$ cat config.mk
export PLATFORM = sky130hd
export DESIGN_NAME = velocity_command_limiter_watchdog_unit_flat
export DESIGN_NICKNAME = d
export VERILOG_FILES = /design/src/rtl/vclw_pkg.sv /design/src/rtl/vclw_if.sv /design/src/rtl/velocity_command_limiter_watchdog_unit.sv /design/src/flat_wrapper.sv
export SDC_FILE = /design/constraint.sdc
export NUM_CORES = 2
export LEC_CHECK = 0
export BUFFER_PORTS_ARGS = -buffer_cell sky130_fd_sc_hd__buf_2
export CAP_MARGIN = 10
export CORE_MARGIN = 3
export CORE_UTILIZATION = 55
export CTS_BUF_LIST = sky130_fd_sc_hd__clkbuf_8
export DETAILED_ROUTE_END_ITERATION = 8
export GPL_ROUTABILITY_DRIVEN = 0
export PLACE_DENSITY = 0.72
export RECOVER_POWER = 100
export SLEW_MARGIN = 25
export SYNTH_ARGS = -nofsm -noshare
export SYNTH_HDL_FRONTEND = slang
export SYNTH_SLANG_ARGS = --single-unit
$ cat constraint.sdc
create_clock -name i_clk -period 21 [get_ports i_clk]
set_input_delay 4.2 -clock i_clk [delete_from_list [all_inputs] [get_ports i_clk]]
set_output_delay 4.2 -clock i_clk [all_outputs]
set_load 0.1 [all_outputs]
$ cat src/rtl/vclw_pkg.sv
package vclw_pkg;

    localparam int unsigned TimeW   = 48;
    localparam int unsigned VelW    = 16;
    localparam int unsigned LimW    = 15;
    localparam int unsigned TmoW    = 26;
    localparam int unsigned CfgIdxW = 2;
    localparam int unsigned CfgW    = 26;
    localparam int unsigned QBits   = 15;
    localparam int unsigned BitIdxW = 4;
    localparam int unsigned MulW    = 32;
    localparam int unsigned ProdW   = 64;
    localparam int unsigned CmpW    = 62;

    localparam logic [CfgIdxW-1:0] RegMaxHoriz = 2'd0;
    localparam logic [CfgIdxW-1:0] RegMaxVert  = 2'd1;
    localparam logic [CfgIdxW-1:0] RegMaxYaw   = 2'd2;
    localparam logic [CfgIdxW-1:0] RegTimeout  = 2'd3;

    localparam logic [LimW-1:0] MaxHorizReset = 15'd5000;
    localparam logic [LimW-1:0] MaxVertReset  = 15'd2000;
    localparam logic [LimW-1:0] MaxYawReset   = 15'd1500;
    localparam logic [TmoW-1:0] TimeoutReset  = 26'd500000;
    localparam logic [TmoW-1:0] MinTimeout    = 26'd1000;

    typedef struct packed {
        logic [TimeW-1:0]       now_time;
        logic                   cmd_present;
        logic [TimeW-1:0]       cmd_stamp;
        logic signed [VelW-1:0] cmd_east;
        logic signed [VelW-1:0] cmd_north;
        logic signed [VelW-1:0] cmd_up;
        logic signed [VelW-1:0] cmd_yaw_rate;
        logic                   enable;
        logic                   liftoff_hold;
    } t_cmd_item;

    typedef struct packed {
        logic [TimeW-1:0]       out_time;
        logic signed [VelW-1:0] vel_north;
        logic signed [VelW-1:0] vel_east;
        logic signed [VelW-1:0] vel_down;
        logic signed [VelW-1:0] yaw_rate_out;
        logic                   commanding;
    } t_sp_item;

    typedef enum logic [3:0] {
        ST_IDLE,
        ST_AGE,
        ST_SQN,
        ST_SQE,
        ST_SQL,
        ST_CHK,
        ST_SQA,
        ST_TGT,
        ST_TGTW,
        ST_TSQ,
        ST_TMUL,
        ST_TCMP,
        ST_OUT
    } t_state;

endpackage

$ cat src/rtl/vclw_if.sv
interface vclw_cmd_if;
    logic                 valid;
    logic                 ready;
    vclw_pkg::t_cmd_item  data;
    modport source (output valid, output data, input ready);
    modport sink (input valid, input data, output ready);
endinterface

interface vclw_sp_if;
    logic                 valid;
    logic                 ready;
    vclw_pkg::t_sp_item   data;
    modport source (output valid, output data, input ready);
    modport sink (input valid, input data, output ready);
endinterface

interface vclw_cfg_if;
    logic                            valid;
    logic                            ready;
    logic [vclw_pkg::CfgIdxW-1:0]    index;
    logic [vclw_pkg::CfgW-1:0]       value;
    modport source (output valid, output index, output value, input ready);
    modport sink (input valid, input index, input value, output ready);
endinterface

$ cat src/rtl/velocity_command_limiter_watchdog_unit.sv
// Channel  | Dir | Handshake        | Beat
// i_cmd    | in  | valid/ready      | one control tick (time, optional command, gates)
// o_sp     | out | valid/ready      | one NED setpoint
// i_cfg    | in  | valid/ready      | register index + write data, always ready
//
// Accept to next accept: under liftoff hold AGE returns to IDLE (no setpoint); a zero
// setpoint runs AGE-OUT; a passed-through horizontal vector AGE-SQN-SQE-SQL-CHK-OUT;
// a scaled one adds per component SQA-TGT-TGTW and a 15-bit restoring root search
// (TSQ-TMUL-TCMP per quotient bit) on one shared 32x32 multiplier. i_cmd is not
// ready until the setpoint is in the output register. Reset is synchronous and
// restores the register defaults and clears the stored command. A stalled o_sp only
// holds the final load; a new tick is still taken while the last setpoint waits.
module velocity_command_limiter_watchdog_unit (
    input  logic              i_clk,
    input  logic              i_rst_n,
    vclw_cmd_if.sink          i_cmd,
    vclw_sp_if.source         o_sp,
    vclw_cfg_if.sink          i_cfg
);

    // configuration
    logic [vclw_pkg::LimW-1:0] r_max_h;
    logic [vclw_pkg::LimW-1:0] r_max_v;
    logic [vclw_pkg::LimW-1:0] r_max_yaw;
    logic [vclw_pkg::TmoW-1:0] r_timeout;

    // stored command
    logic signed [vclw_pkg::VelW-1:0] r_east;
    logic signed [vclw_pkg::VelW-1:0] r_north;
    logic signed [vclw_pkg::VelW-1:0] r_up;
    logic signed [vclw_pkg::VelW-1:0] r_yaw;
    logic [vclw_pkg::TimeW-1:0]       r_stamp;
    logic                             r_have;

    // per tick
    logic [vclw_pkg::TimeW-1:0]       r_now;
    logic                             r_en;
    logic                             r_ovr;
    logic                             r_go;
    logic [vclw_pkg::MulW-1:0]        r_s;
    logic [2*vclw_pkg::LimW-1:0]      r_lsq;
    logic [vclw_pkg::CmpW-1:0]        r_tgt;
    logic [vclw_pkg::QBits-1:0]       r_q;
    logic [vclw_pkg::BitIdxW-1:0]     r_bit;
    logic                             r_comp;
    logic signed [vclw_pkg::VelW-1:0] r_vn;
    logic signed [vclw_pkg::VelW-1:0] r_ve;
    logic [vclw_pkg::ProdW-1:0]       r_prod;

    logic                             r_out_valid;
    vclw_pkg::t_sp_item               r_out;

    vclw_pkg::t_state r_state;
    vclw_pkg::t_state n_state;

    logic [vclw_pkg::MulW-1:0] w_mul_a;
    logic [vclw_pkg::MulW-1:0] w_mul_b;
    logic                      w_accept;
    logic                      w_can_load;
    logic                      w_fresh;
    logic                      w_scale;
    logic [vclw_pkg::TmoW-1:0] w_tmo;
    logic [vclw_pkg::TimeW:0]  w_age;
    logic [vclw_pkg::QBits-1:0] w_trial;
    logic                      w_fits;
    logic [vclw_pkg::QBits-1:0] w_qfin;
    logic signed [vclw_pkg::VelW-1:0] w_cur;
    logic signed [vclw_pkg::VelW-1:0] w_scaled;
    logic signed [vclw_pkg::VelW-1:0] w_down;
    logic signed [vclw_pkg::VelW-1:0] w_yaw;

    function automatic logic [vclw_pkg::VelW-1:0] abs16(input logic signed [vclw_pkg::VelW-1:0] v);
        logic signed [vclw_pkg::VelW:0] x;
        x = {v[vclw_pkg::VelW-1], v};
        if (v < 0) begin
            x = -x;
        end
        return x[vclw_pkg::VelW-1:0];
    endfunction

    function automatic logic signed [vclw_pkg::VelW-1:0] clamp_sym(
        input logic signed [vclw_pkg::VelW:0] v,
        input logic [vclw_pkg::LimW-1:0]      lim
    );
        logic signed [vclw_pkg::VelW:0] l;
        logic signed [vclw_pkg::VelW:0] r;
        l = $signed({2'b00, lim});
        if (v > l) begin
            r = l;
        end else if (v < -l) begin
            r = -l;
        end else begin
            r = v;
        end
        return r[vclw_pkg::VelW-1:0];
    endfunction

    assign w_accept   = i_cmd.valid && i_cmd.ready;
    assign w_can_load = !r_out_valid || o_sp.ready;

    assign w_tmo   = (r_timeout < vclw_pkg::MinTimeout) ? vclw_pkg::MinTimeout : r_timeout;
    assign w_age   = {1'b0, r_now} - {1'b0, r_stamp};
    // borrow set: command from the future, always fresh
    assign w_fresh = r_have &&
                     !(!w_age[vclw_pkg::TimeW] &&
                       (w_age[vclw_pkg::TimeW-1:0] > {{(vclw_pkg::TimeW-vclw_pkg::TmoW){1'b0}}, w_tmo}));
    // r_prod holds L^2 in ST_CHK
    assign w_scale = r_go && (r_s > r_prod[vclw_pkg::MulW-1:0]) && (r_s > 32'd1);

    assign w_trial = r_q | (15'd1 << r_bit);
    assign w_fits  = r_prod[vclw_pkg::CmpW-1:0] <= r_tgt;
    assign w_qfin  = w_fits ? w_trial : r_q;
    assign w_cur   = r_comp ? r_east : r_north;
    assign w_scaled = (w_cur < 0) ? -$signed({1'b0, w_qfin}) : $signed({1'b0, w_qfin});

    assign w_down = clamp_sym(-$signed({r_up[vclw_pkg::VelW-1], r_up}), r_max_v);
    assign w_yaw  = clamp_sym($signed({r_yaw[vclw_pkg::VelW-1], r_yaw}), r_max_yaw);

    // next state
    always_comb begin
        n_state = r_state;
        unique case (r_state)
            vclw_pkg::ST_IDLE: if (w_accept) n_state = vclw_pkg::ST_AGE;
            vclw_pkg::ST_AGE: begin
                if (r_ovr) begin
                    n_state = vclw_pkg::ST_IDLE;
                end else if (r_en && w_fresh) begin
                    n_state = vclw_pkg::ST_SQN;
                end else begin
                    n_state = vclw_pkg::ST_OUT;
                end
            end
            vclw_pkg::ST_SQN:  n_state = vclw_pkg::ST_SQE;
            vclw_pkg::ST_SQE:  n_state = vclw_pkg::ST_SQL;
            vclw_pkg::ST_SQL:  n_state = vclw_pkg::ST_CHK;
            vclw_pkg::ST_CHK:  n_state = w_scale ? vclw_pkg::ST_SQA : vclw_pkg::ST_OUT;
            vclw_pkg::ST_SQA:  n_state = vclw_pkg::ST_TGT;
            vclw_pkg::ST_TGT:  n_state = vclw_pkg::ST_TGTW;
            vclw_pkg::ST_TGTW: n_state = vclw_pkg::ST_TSQ;
            vclw_pkg::ST_TSQ:  n_state = vclw_pkg::ST_TMUL;
            vclw_pkg::ST_TMUL: n_state = vclw_pkg::ST_TCMP;
            vclw_pkg::ST_TCMP: begin
                if (r_bit != '0) begin
                    n_state = vclw_pkg::ST_TSQ;
                end else if (r_comp) begin
                    n_state = vclw_pkg::ST_OUT;
                end else begin
                    n_state = vclw_pkg::ST_SQA;
                end
            end
            vclw_pkg::ST_OUT:  if (w_can_load) n_state = vclw_pkg::ST_IDLE;
            default:           n_state = vclw_pkg::ST_IDLE;
        endcase
    end

    // outputs: handshake and multiplier operands
    always_comb begin
        i_cmd.ready = (r_state == vclw_pkg::ST_IDLE);
        i_cfg.ready = 1'b1;
        w_mul_a     = '0;
        w_mul_b     = '0;
        unique case (r_state)
            vclw_pkg::ST_SQN: begin
                w_mul_a = {16'd0, abs16(r_north)};
                w_mul_b = {16'd0, abs16(r_north)};
            end
            vclw_pkg::ST_SQE: begin
                w_mul_a = {16'd0, abs16(r_east)};
                w_mul_b = {16'd0, abs16(r_east)};
            end
            vclw_pkg::ST_SQL: begin
                w_mul_a = {17'd0, r_max_h};
                w_mul_b = {17'd0, r_max_h};
            end
            vclw_pkg::ST_SQA: begin
                w_mul_a = {16'd0, abs16(w_cur)};
                w_mul_b = {16'd0, abs16(w_cur)};
            end
            vclw_pkg::ST_TGT: begin
                // a^2 * L^2
                w_mul_a = r_prod[vclw_pkg::MulW-1:0];
                w_mul_b = {2'd0, r_lsq};
            end
            vclw_pkg::ST_TSQ: begin
                w_mul_a = {17'd0, w_trial};
                w_mul_b = {17'd0, w_trial};
            end
            vclw_pkg::ST_TMUL: begin
                // t^2 * s
                w_mul_a = r_prod[vclw_pkg::MulW-1:0];
                w_mul_b = r_s;
            end
            default: begin
                w_mul_a = '0;
                w_mul_b = '0;
            end
        endcase
    end

    always_ff @(posedge i_clk) begin
        r_prod <= w_mul_a * w_mul_b;
    end

    always_ff @(posedge i_clk) begin
        if (!i_rst_n) begin
            r_state     <= vclw_pkg::ST_IDLE;
            r_out_valid <= 1'b0;
            r_max_h     <= vclw_pkg::MaxHorizReset;
            r_max_v     <= vclw_pkg::MaxVertReset;
            r_max_yaw   <= vclw_pkg::MaxYawReset;
            r_timeout   <= vclw_pkg::TimeoutReset;
            r_east      <= '0;
            r_north     <= '0;
            r_up        <= '0;
            r_yaw       <= '0;
            r_stamp     <= '0;
            r_have      <= 1'b0;
        end else begin
            r_state <= n_state;

            if (i_cfg.valid && i_cfg.ready) begin
                unique case (i_cfg.index)
                    vclw_pkg::RegMaxHoriz: r_max_h   <= i_cfg.value[vclw_pkg::LimW-1:0];
                    vclw_pkg::RegMaxVert:  r_max_v   <= i_cfg.value[vclw_pkg::LimW-1:0];
                    vclw_pkg::RegMaxYaw:   r_max_yaw <= i_cfg.value[vclw_pkg::LimW-1:0];
                    vclw_pkg::RegTimeout:  r_timeout <= i_cfg.value[vclw_pkg::TmoW-1:0];
                    default: ;
                endcase
            end

            if (w_accept && i_cmd.data.cmd_present && (i_cmd.data.cmd_stamp != '0)) begin
                r_east  <= i_cmd.data.cmd_east;
                r_north <= i_cmd.data.cmd_north;
                r_up    <= i_cmd.data.cmd_up;
                r_yaw   <= i_cmd.data.cmd_yaw_rate;
                r_stamp <= i_cmd.data.cmd_stamp;
                r_have  <= 1'b1;
            end

            if (r_state == vclw_pkg::ST_OUT && w_can_load) begin
                r_out_valid <= 1'b1;
            end else if (o_sp.ready) begin
                r_out_valid <= 1'b0;
            end
        end
    end

    // datapath, no reset
    always_ff @(posedge i_clk) begin
        if (w_accept) begin
            r_now <= i_cmd.data.now_time;
            r_en  <= i_cmd.data.enable;
            r_ovr <= i_cmd.data.liftoff_hold;
        end
        unique case (r_state)
            vclw_pkg::ST_AGE: r_go <= r_en && w_fresh;
            vclw_pkg::ST_SQE: r_s  <= r_prod[vclw_pkg::MulW-1:0];
            vclw_pkg::ST_SQL: r_s  <= r_s + r_prod[vclw_pkg::MulW-1:0];
            vclw_pkg::ST_CHK: begin
                r_lsq  <= r_prod[2*vclw_pkg::LimW-1:0];
                r_vn   <= r_north;
                r_ve   <= r_east;
                r_comp <= 1'b0;
            end
            vclw_pkg::ST_TGTW: begin
                r_tgt <= r_prod[vclw_pkg::CmpW-1:0];
                r_q   <= '0;
                r_bit <= 4'(vclw_pkg::QBits - 1);
            end
            vclw_pkg::ST_TCMP: begin
                r_q <= w_qfin;
                if (r_bit == '0) begin
                    if (r_comp) begin
                        r_ve <= w_scaled;
                    end else begin
                        r_vn <= w_scaled;
                    end
                    r_comp <= 1'b1;
                end else begin
                    r_bit <= r_bit - 4'd1;
                end
            end
            vclw_pkg::ST_OUT: begin
                if (w_can_load) begin
                    r_out.out_time <= r_now;
                    if (r_go) begin
                        r_out.vel_north    <= r_vn;
                        r_out.vel_east     <= r_ve;
                        r_out.vel_down     <= w_down;
                        r_out.yaw_rate_out <= w_yaw;
                        r_out.commanding   <= 1'b1;
                    end else begin
                        r_out.vel_north    <= '0;
                        r_out.vel_east     <= '0;
                        r_out.vel_down     <= '0;
                        r_out.yaw_rate_out <= '0;
                        r_out.commanding   <= 1'b0;
                    end
                end
            end
            default: ;
        endcase
    end

    assign o_sp.valid = r_out_valid;
    assign o_sp.data  = r_out;

    a_accept_to_age: assert property (@(posedge i_clk) disable iff (!i_rst_n)
        w_accept |=> r_state == vclw_pkg::ST_AGE)
        else $error("accepted tick did not start the age check");

    a_load_from_out: assert property (@(posedge i_clk) disable iff (!i_rst_n)
        $rose(r_out_valid) |-> $past(r_state == vclw_pkg::ST_OUT))
        else $error("setpoint loaded outside the output step");

    a_zero_setpoint: assert property (@(posedge i_clk) disable iff (!i_rst_n)
        (o_sp.valid && !o_sp.data.commanding) |->
            (o_sp.data.vel_north == '0 && o_sp.data.vel_east == '0 &&
             o_sp.data.vel_down == '0 && o_sp.data.yaw_rate_out == '0))
        else $error("zero setpoint carries nonzero velocity");

    a_root_exit: assert property (@(posedge i_clk) disable iff (!i_rst_n)
        (r_state == vclw_pkg::ST_TCMP && r_bit == '0) |=>
            (r_state == vclw_pkg::ST_OUT || r_state == vclw_pkg::ST_SQA))
        else $error("root search did not finish after last bit");

endmodule
$ cat src/flat_wrapper.sv
// flat-port wrapper written by rule: the top's interface ports become plain ports
module velocity_command_limiter_watchdog_unit_flat 
  (i_clk, i_rst_n, i_cmd_valid, i_cmd_data, i_cmd_ready, o_sp_valid, o_sp_data, o_sp_ready, i_cfg_valid, i_cfg_index, i_cfg_value, i_cfg_ready);
  vclw_cmd_if i_cmd_i ();
  vclw_sp_if o_sp_i ();
  vclw_cfg_if i_cfg_i ();
  input  logic i_clk;
  input  logic i_rst_n;
  input wire logic [$bits(i_cmd_i.valid)-1:0] i_cmd_valid;
  input wire logic [$bits(i_cmd_i.data)-1:0] i_cmd_data;
  output wire logic [$bits(i_cmd_i.ready)-1:0] i_cmd_ready;
  output wire logic [$bits(o_sp_i.valid)-1:0] o_sp_valid;
  output wire logic [$bits(o_sp_i.data)-1:0] o_sp_data;
  input wire logic [$bits(o_sp_i.ready)-1:0] o_sp_ready;
  input wire logic [$bits(i_cfg_i.valid)-1:0] i_cfg_valid;
  input wire logic [$bits(i_cfg_i.index)-1:0] i_cfg_index;
  input wire logic [$bits(i_cfg_i.value)-1:0] i_cfg_value;
  output wire logic [$bits(i_cfg_i.ready)-1:0] i_cfg_ready;
  assign i_cmd_i.valid = i_cmd_valid;
  assign i_cmd_i.data = i_cmd_data;
  assign i_cmd_ready = i_cmd_i.ready;
  assign o_sp_valid = o_sp_i.valid;
  assign o_sp_data = o_sp_i.data;
  assign o_sp_i.ready = o_sp_ready;
  assign i_cfg_i.valid = i_cfg_valid;
  assign i_cfg_i.index = i_cfg_index;
  assign i_cfg_i.value = i_cfg_value;
  assign i_cfg_ready = i_cfg_i.ready;
  velocity_command_limiter_watchdog_unit u_core (.i_clk(i_clk), .i_rst_n(i_rst_n), .i_cmd(i_cmd_i), .o_sp(o_sp_i), .i_cfg(i_cfg_i));
endmodule
# Yosys cells after proc, flatten, opt, wreduce, memory -nomap -nowiden
# Cells that the tools add are included.
[classes] addsub=10 multipliers=1 n_lt_le_gt_ge=12 eq_ne=21 shifts=1 mux=36 bitwise=2 n_reduce_logical=35
[op_table] cell="$pmux W32 S7" n=1
[op_table] cell="$pmux W32 S6" n=1
[op_table] cell="$mux W16" n=11
[op_table] cell="$pmux W16 S2" n=2
[op_table] cell="$pmux W32 S2" n=1
[op_table] cell="$le A62 B62 Y1" n=1
[op_table] cell="$mul A32 B32 Y62" n=1
[op_table] cell="$pmux W4 S13" n=1
[op_table] cell="$sub A48 B48 Y49" n=1
[op_table] cell="$gt A48 B26 Y1" n=1
[op_table] cell="$lt A16 B1 Y1 const B" n=3
[op_table] cell="$neg A16 Y16" n=3
[op_table] cell="$reduce_bool A48 Y1" n=1
[op_table] cell="$mux W15" n=3
[op_table] cell="$neg A15 Y17" n=2
[op_table] cell="$add A32 B32 Y32" n=1
[op_table] cell="$gt A32 B1 Y1 const B" n=1
[op_table] cell="$gt A32 B32 Y1" n=1
[op_table] cell="$mux W4" n=8
[op_table] cell="$pmux W15 S2" n=1
[op_table] cell="$lt A26 B10 Y1 const B" n=1
[op_table] cell="$mux W26" n=1
[op_table] cell="$eq A4 B4 Y1 const B" n=5
[op_table] cell="$gt A17 B16 Y1" n=1
[op_table] cell="other kinds (29)" n=65
[word_totals] reg_bits=591 output_inout_bits=116 wordCells=151

# Longest topological paths before layout
[depth] ltp_word=10 ltp_mapped=41 depth_no_buf=39

# Worst setup path after synthesis
# Ideal clock, no wire load.
[synth_path] path_type="input to register" start="input o_sp_ready" end="register u_core.r_out (netlist bit u_core.o_sp.data[0]) (enable)" t_arrival_ps=11918 t_required_ps=20277 slack_ps=8359 cell_stages=2 path_cell_list="nor2b_1 nor3_1"
[synth_via] elab_chain_len=2
[synth_lines] element="start, declared" line="flat_wrapper.sv:14" text="input wire logic [$bits(o_sp_i.ready)-1:0] o_sp_ready;"
[synth_lines] element="$logic_or A1 B1 Y1" line="velocity_command_limiter_watchdog_unit.sv:99" text="assign w_can_load = !r_out_valid || o_sp.ready;"
[synth_lines] element="$reduce_and A2 Y1 (no line)"
[synth_lines] element="end, declared" line="velocity_command_limiter_watchdog_unit.sv:51" text="vclw_pkg::t_sp_item r_out;"
# No other way between the ends.
# A chain may end at the register's enable or synchronous reset.

# Final worst setup path
[layout_path] start="register u_core.r_east[15] (netlist name)" end="register u_core.r_prod[60] (netlist name)"
[layout_via] elab_chain_len=5
[layout_lines] element="start, declared" line="velocity_command_limiter_watchdog_unit.sv:28" text="logic signed [vclw_pkg::VelW-1:0] r_east;"
[layout_lines] element="start signal, assigned" line="velocity_command_limiter_watchdog_unit.sv:232" text="r_east <= i_cmd.data.cmd_east;"
[layout_lines] element="$mux W16" line="velocity_command_limiter_watchdog_unit.sv:113" text="assign w_cur = r_comp ? r_east : r_north;"
[layout_lines] element="$neg A16 Y16 / $lt A16 B1 Y1 (equally long branches)" line="velocity_command_limiter_watchdog_unit.sv:76, velocity_command_limiter_watchdog_unit.sv:75"
[layout_lines] element="$mux W16" line="velocity_command_limiter_watchdog_unit.sv:75" text="if (v < 0) begin"
[layout_lines] element="$pmux W32 S7 / $pmux W32 S6 (equally long branches)" line="velocity_command_limiter_watchdog_unit.sv:162" text="unique case (r_state)"
[layout_lines] element="$mul A32 B32 Y62 *" line="velocity_command_limiter_watchdog_unit.sv:201" text="r_prod <= w_mul_a * w_mul_b;"
[layout_lines] element="end signal, assigned" line="velocity_command_limiter_watchdog_unit.sv:201"
[layout_lines] element="end, declared" line="velocity_command_limiter_watchdog_unit.sv:48" text="logic [vclw_pkg::ProdW-1:0] r_prod;"
# Every way passes the cells marked *; elsewhere a longest branch is shown, timed or not.

==> impl_metrics.csv <==
group,metric,value,unit
placement,io_buffers,310,
die,die_w,352,µm
die,core.rowCount,126,
setup_path,endpoint_kind,"flop",
cells_and_area,multi_input_area,44700,µm²
yosys,syn_area,65800,µm²
timing,setup_tns,0,ns
timing,fin_skew,0.0566,ns
yosys,yosysTopAreaCell,"fa_1",
min_path,hold_path.class,"flop to flop",
power_and_ir_drop,p_leak,32.3,nW
power_and_ir_drop,finalPower,4.21,mW
timing,finalHoldViolCount,0,
cells_and_area,drive_above_1_share,6.56,%
min_path,whs_endpoint,"u_core.r_tgt[38]",
min_path,whs_path_depth,0,
die,die-height,352,µm
yosys,synth_edf_count,340,
cts,clk_pin_slew,0.06,ns
routing,wl_per_cell,22.4,µm
yosys,synth_top_cell_area_share,27.3,%
cts,htree_num_levels,3,
min_path,holdCritStartpoint,"u_core.r_prod[38]",
global_routing,grt_max_degree,86,
die,ios,312,
timing,min_period_over_period,57.5,%
cells_and_area,fillCellCount,10300,
global_routing,grt.total_usage,34.0,%
yosys,ys_types,103,
cts,cts_tree,"yes",
timing,fmax,82.8,MHz
cts,cts_max_path_buffers,3,
cells_and_area,final_nets,9119,
yosys,ys_ff_latch,591,
global_routing,use_met1,42.8,%
timing,rsz0062_at_grt,"false",
cts,numCtsBuffers,103,
flow_run,max_cap_viol_count,15,
timing,slew-limit-headroom,-176,%
setup_path,cpPeakStageDelay,1.14,ns
placement,dp_hpwl,159,mm
yosys,ys_seq_area_share,23.2,%
run_status,status,"finished, violations left",
setup_path,cp_max_fo,19,
setup_path,path_class,"flop to flop",
die,initial_utilization,55.6,%
timing,fin_ws,8.93,ns
global_routing,grt_overflow,0,
yosys,ys.flop_type,"edfxtp_1",
power_and_ir_drop,power_per_cell_area,59.3,nW/µm²
setup_path,r2r_start,"u_core.r_east[15]",
global_routing,antenna_found_initial,27,
die,coreArea,118000,µm²
setup_path,crit_required,21.71,ns
placement,place_worst_setup_slack,9.32,ns
routing,dr_total_vias,54300,
cts,cts-root-buf,"clkbuf_8",
setup_path,rr_worst_depth,28,
cts,clock-sinks,591,
routing,drtAntennaViolNets,0,
yosys,synth_nets,8963,
placement,dp_cells,8999,
setup_path,worst_r2r_endpoint,"u_core.r_prod[60]",
cts,clock_latency,0.82,ns
routing,dr.pass1.iters,6,
cells_and_area,areaGrowthSynthToFinish,7.77,%
timing,drv_slew,771,
setup_path,crit_path_frequent_cell,"fa_1",
setup_path,start_kind,"flop",
power_and_ir_drop,peakVddDrop,0.0000636,V
cells_and_area,design_area,70900,µm²
routing,first_iter_violations,5482,
timing,whs,0.421,ns
setup_path,slowest_stage,"o311ai_0",
global_routing,gr-usage-met3,9.41,%
timing,worstMarginPinSlew,4.14,ns
global_routing,grt_pass1_wl,321,mm
die,dieArea,124000,µm²
global_routing,top_usage_layer,"met2",
setup_path,worstPathArrival,12.78,ns
run_status,violations,"max-capacitance violations, max-slew violations",
yosys,syn_area_per_cell,8.95,µm²
yosys,synthTopCellsByArea,"fa_1, edfxtp_1, ha_1",
timing,min_period,12.07,ns
cells_and_area,finalNonFillerCells,9216,
yosys,async_flop_share,0,%
cells_and_area,layout.area.seq,15200,µm²
setup_path,rrSetupSlack,8.93,ns
timing,setup_viol,0,
yosys,postSynthCellCount,7349,
placement,placedInstanceArea,68900,µm²
routing,wirelength,206,mm
cts,cts_setup_buffers,0,
yosys,synth_warnings,0,
routing,route.detailed.drc,0,
cells_and_area,final_util,59.9,%
cts,cts_resized,0,
cts,cts_hold_buf,0,
global_routing,grt_pass1_vias,55700,
routing,viasPerCell,5.89,
global_routing,use_met2,52.4,%
## worst max-delay path by stage
stage,startpoint,to,cells after the start
after floorplan,o_sp_ready,u_core.o_sp.data[0],2
after global placement,u_core.r_comp,u_core.r_prod[61],36
after detailed placement,u_core.r_comp,u_core.r_prod[61],36
after CTS,u_core.r_comp,u_core.r_prod[61],36
after global routing,u_core.r_comp,u_core.r_prod[50],33
final,u_core.r_east[15],u_core.r_prod[60],28
## area by class of cell
cell class,count,share of cell area [%]
Multi-Input combinational cell,5160,63.0
Sequential cell,591,21.5
Inverter,1242,6.57
Timing Repair Buffer,407,2.91
Tap cell,1600,2.82
Clock buffer,117,2.27
Clock inverter,78,0.888
Antenna cell,21,0.0741
## critical path, delay by kind of cell, from the launching register on
kind	cells	cell delay [ns]
AND/OR/NAND/NOR	7	2.30
buffers and inverters	4	0.22
adder cells (fa/ha/maj)	9	4.27
XOR/XNOR	1	0.19
multiplexers	1	0.73
flip-flops	1	0.82
AO/OA/AOI/OAI	6	3.40
## synth_stat cells (9+ instances only)
master        n
buf_2        28
a22oi_1      24
or3_1        27
or2_2        12
nor3b_1       9
o211ai_1     49
edfxtp_1    340
nor2_1      639
nand2_1    1155
xnor2_1     146
o21bai_1     20
o2111ai_1    10
inv_1      1238
fa_1        897
o21ai_1      13
o21ai_0     199
a31oi_1      14
a211oi_1     22
a22o_1       16
and3_1       20
a21boi_0    164
o21a_1       91
a221oi_1     19
nand2b_1     46
xor2_1       56
clkbuf_1    310
a21o_1       96
a21oi_1     272
nand4_1      79
buf_1        14
ha_1        521
o31ai_1      26
nor3_1       80
mux2i_1      24
nor4_1       41
nand3_1      68
dfxtp_1     251
and2_1       86
nor2b_1      43
a31o_2        9
a2111oi_0    10
## cells by family after synthesis
group / after synthesis / share of synthesized area (%)
simple gates: 2350 / 15.4
buf+inv: 1598 / 9.19
fa+ha+maj: 1418 / 37.2
compound gates: 1161 / 11.9
flops: 591 / 23.2
xor+xnor: 202 / 2.69
mux: 28 / 0.434
other cells: 1 / 0.00570
## flip-flops by register name (all words and copies together) (netlist names), 4 cells and up
signal            flops
u_core.r_now         48
u_core.r_timeout     26
u_core.r_bit          4
u_core.r_q           15
u_core.r_east        16
u_core.r_state        4
u_core.r_yaw         16
u_core.r_lsq         30
u_core.r_vn          16
u_core.r_max_v       15
u_core.r_tgt         62
u_core.o_sp.data    113
u_core.r_ve          16
u_core.r_s           32
u_core.r_north       16
u_core.r_max_h       15
u_core.r_up          16
u_core.r_max_yaw     15
u_core.r_stamp       48
u_core.r_prod        62
## where the power goes
| part | switching (mW) | total (mW) | internal, mW |
|---|---|---|---|
| Clock | 0.548 | 1.16 | 0.609 |
| Sequential | 0.142 | 1.52 | 1.38 |
| Combinational | 1.04 | 1.53 | 0.493 |
| Total | 1.73 | 4.21 | 2.48 |
## cells in the final DEF, fill, tap and decap left out, types with 26 or more instances in the layout
master	synthesis	final
nand3_1	68	67
nor3_1	80	77
and2_1	86	54
clkbuf_8	0	117
edfxtp_1	340	340
nor2_1	639	638
xor2_1	56	56
inv_1	1238	1275
clkbuf_1	310	142
o31ai_1	26	26
o21ai_0	199	202
a21o_1	96	96
dfxtp_1	251	251
xnor2_1	146	146
o21a_1	91	91
buf_4	2	72
nand2_1	1155	1153
nor2b_1	43	43
and2_0	3	33
a21boi_0	164	164
buf_2	28	190
o211ai_1	49	50
fa_1	897	897
nor4_1	41	40
or3_1	27	27
nand2b_1	46	46
nand4_1	79	80
ha_1	521	521
a21oi_1	272	270
## metal layers
metal,up-vias,routed length (µm)
met5,-,34
met1,26500,76700
met2,3004,90700
li1,23900,-
met3,845,24000
met4,4,14900
(Power assumes the default switching activity.)
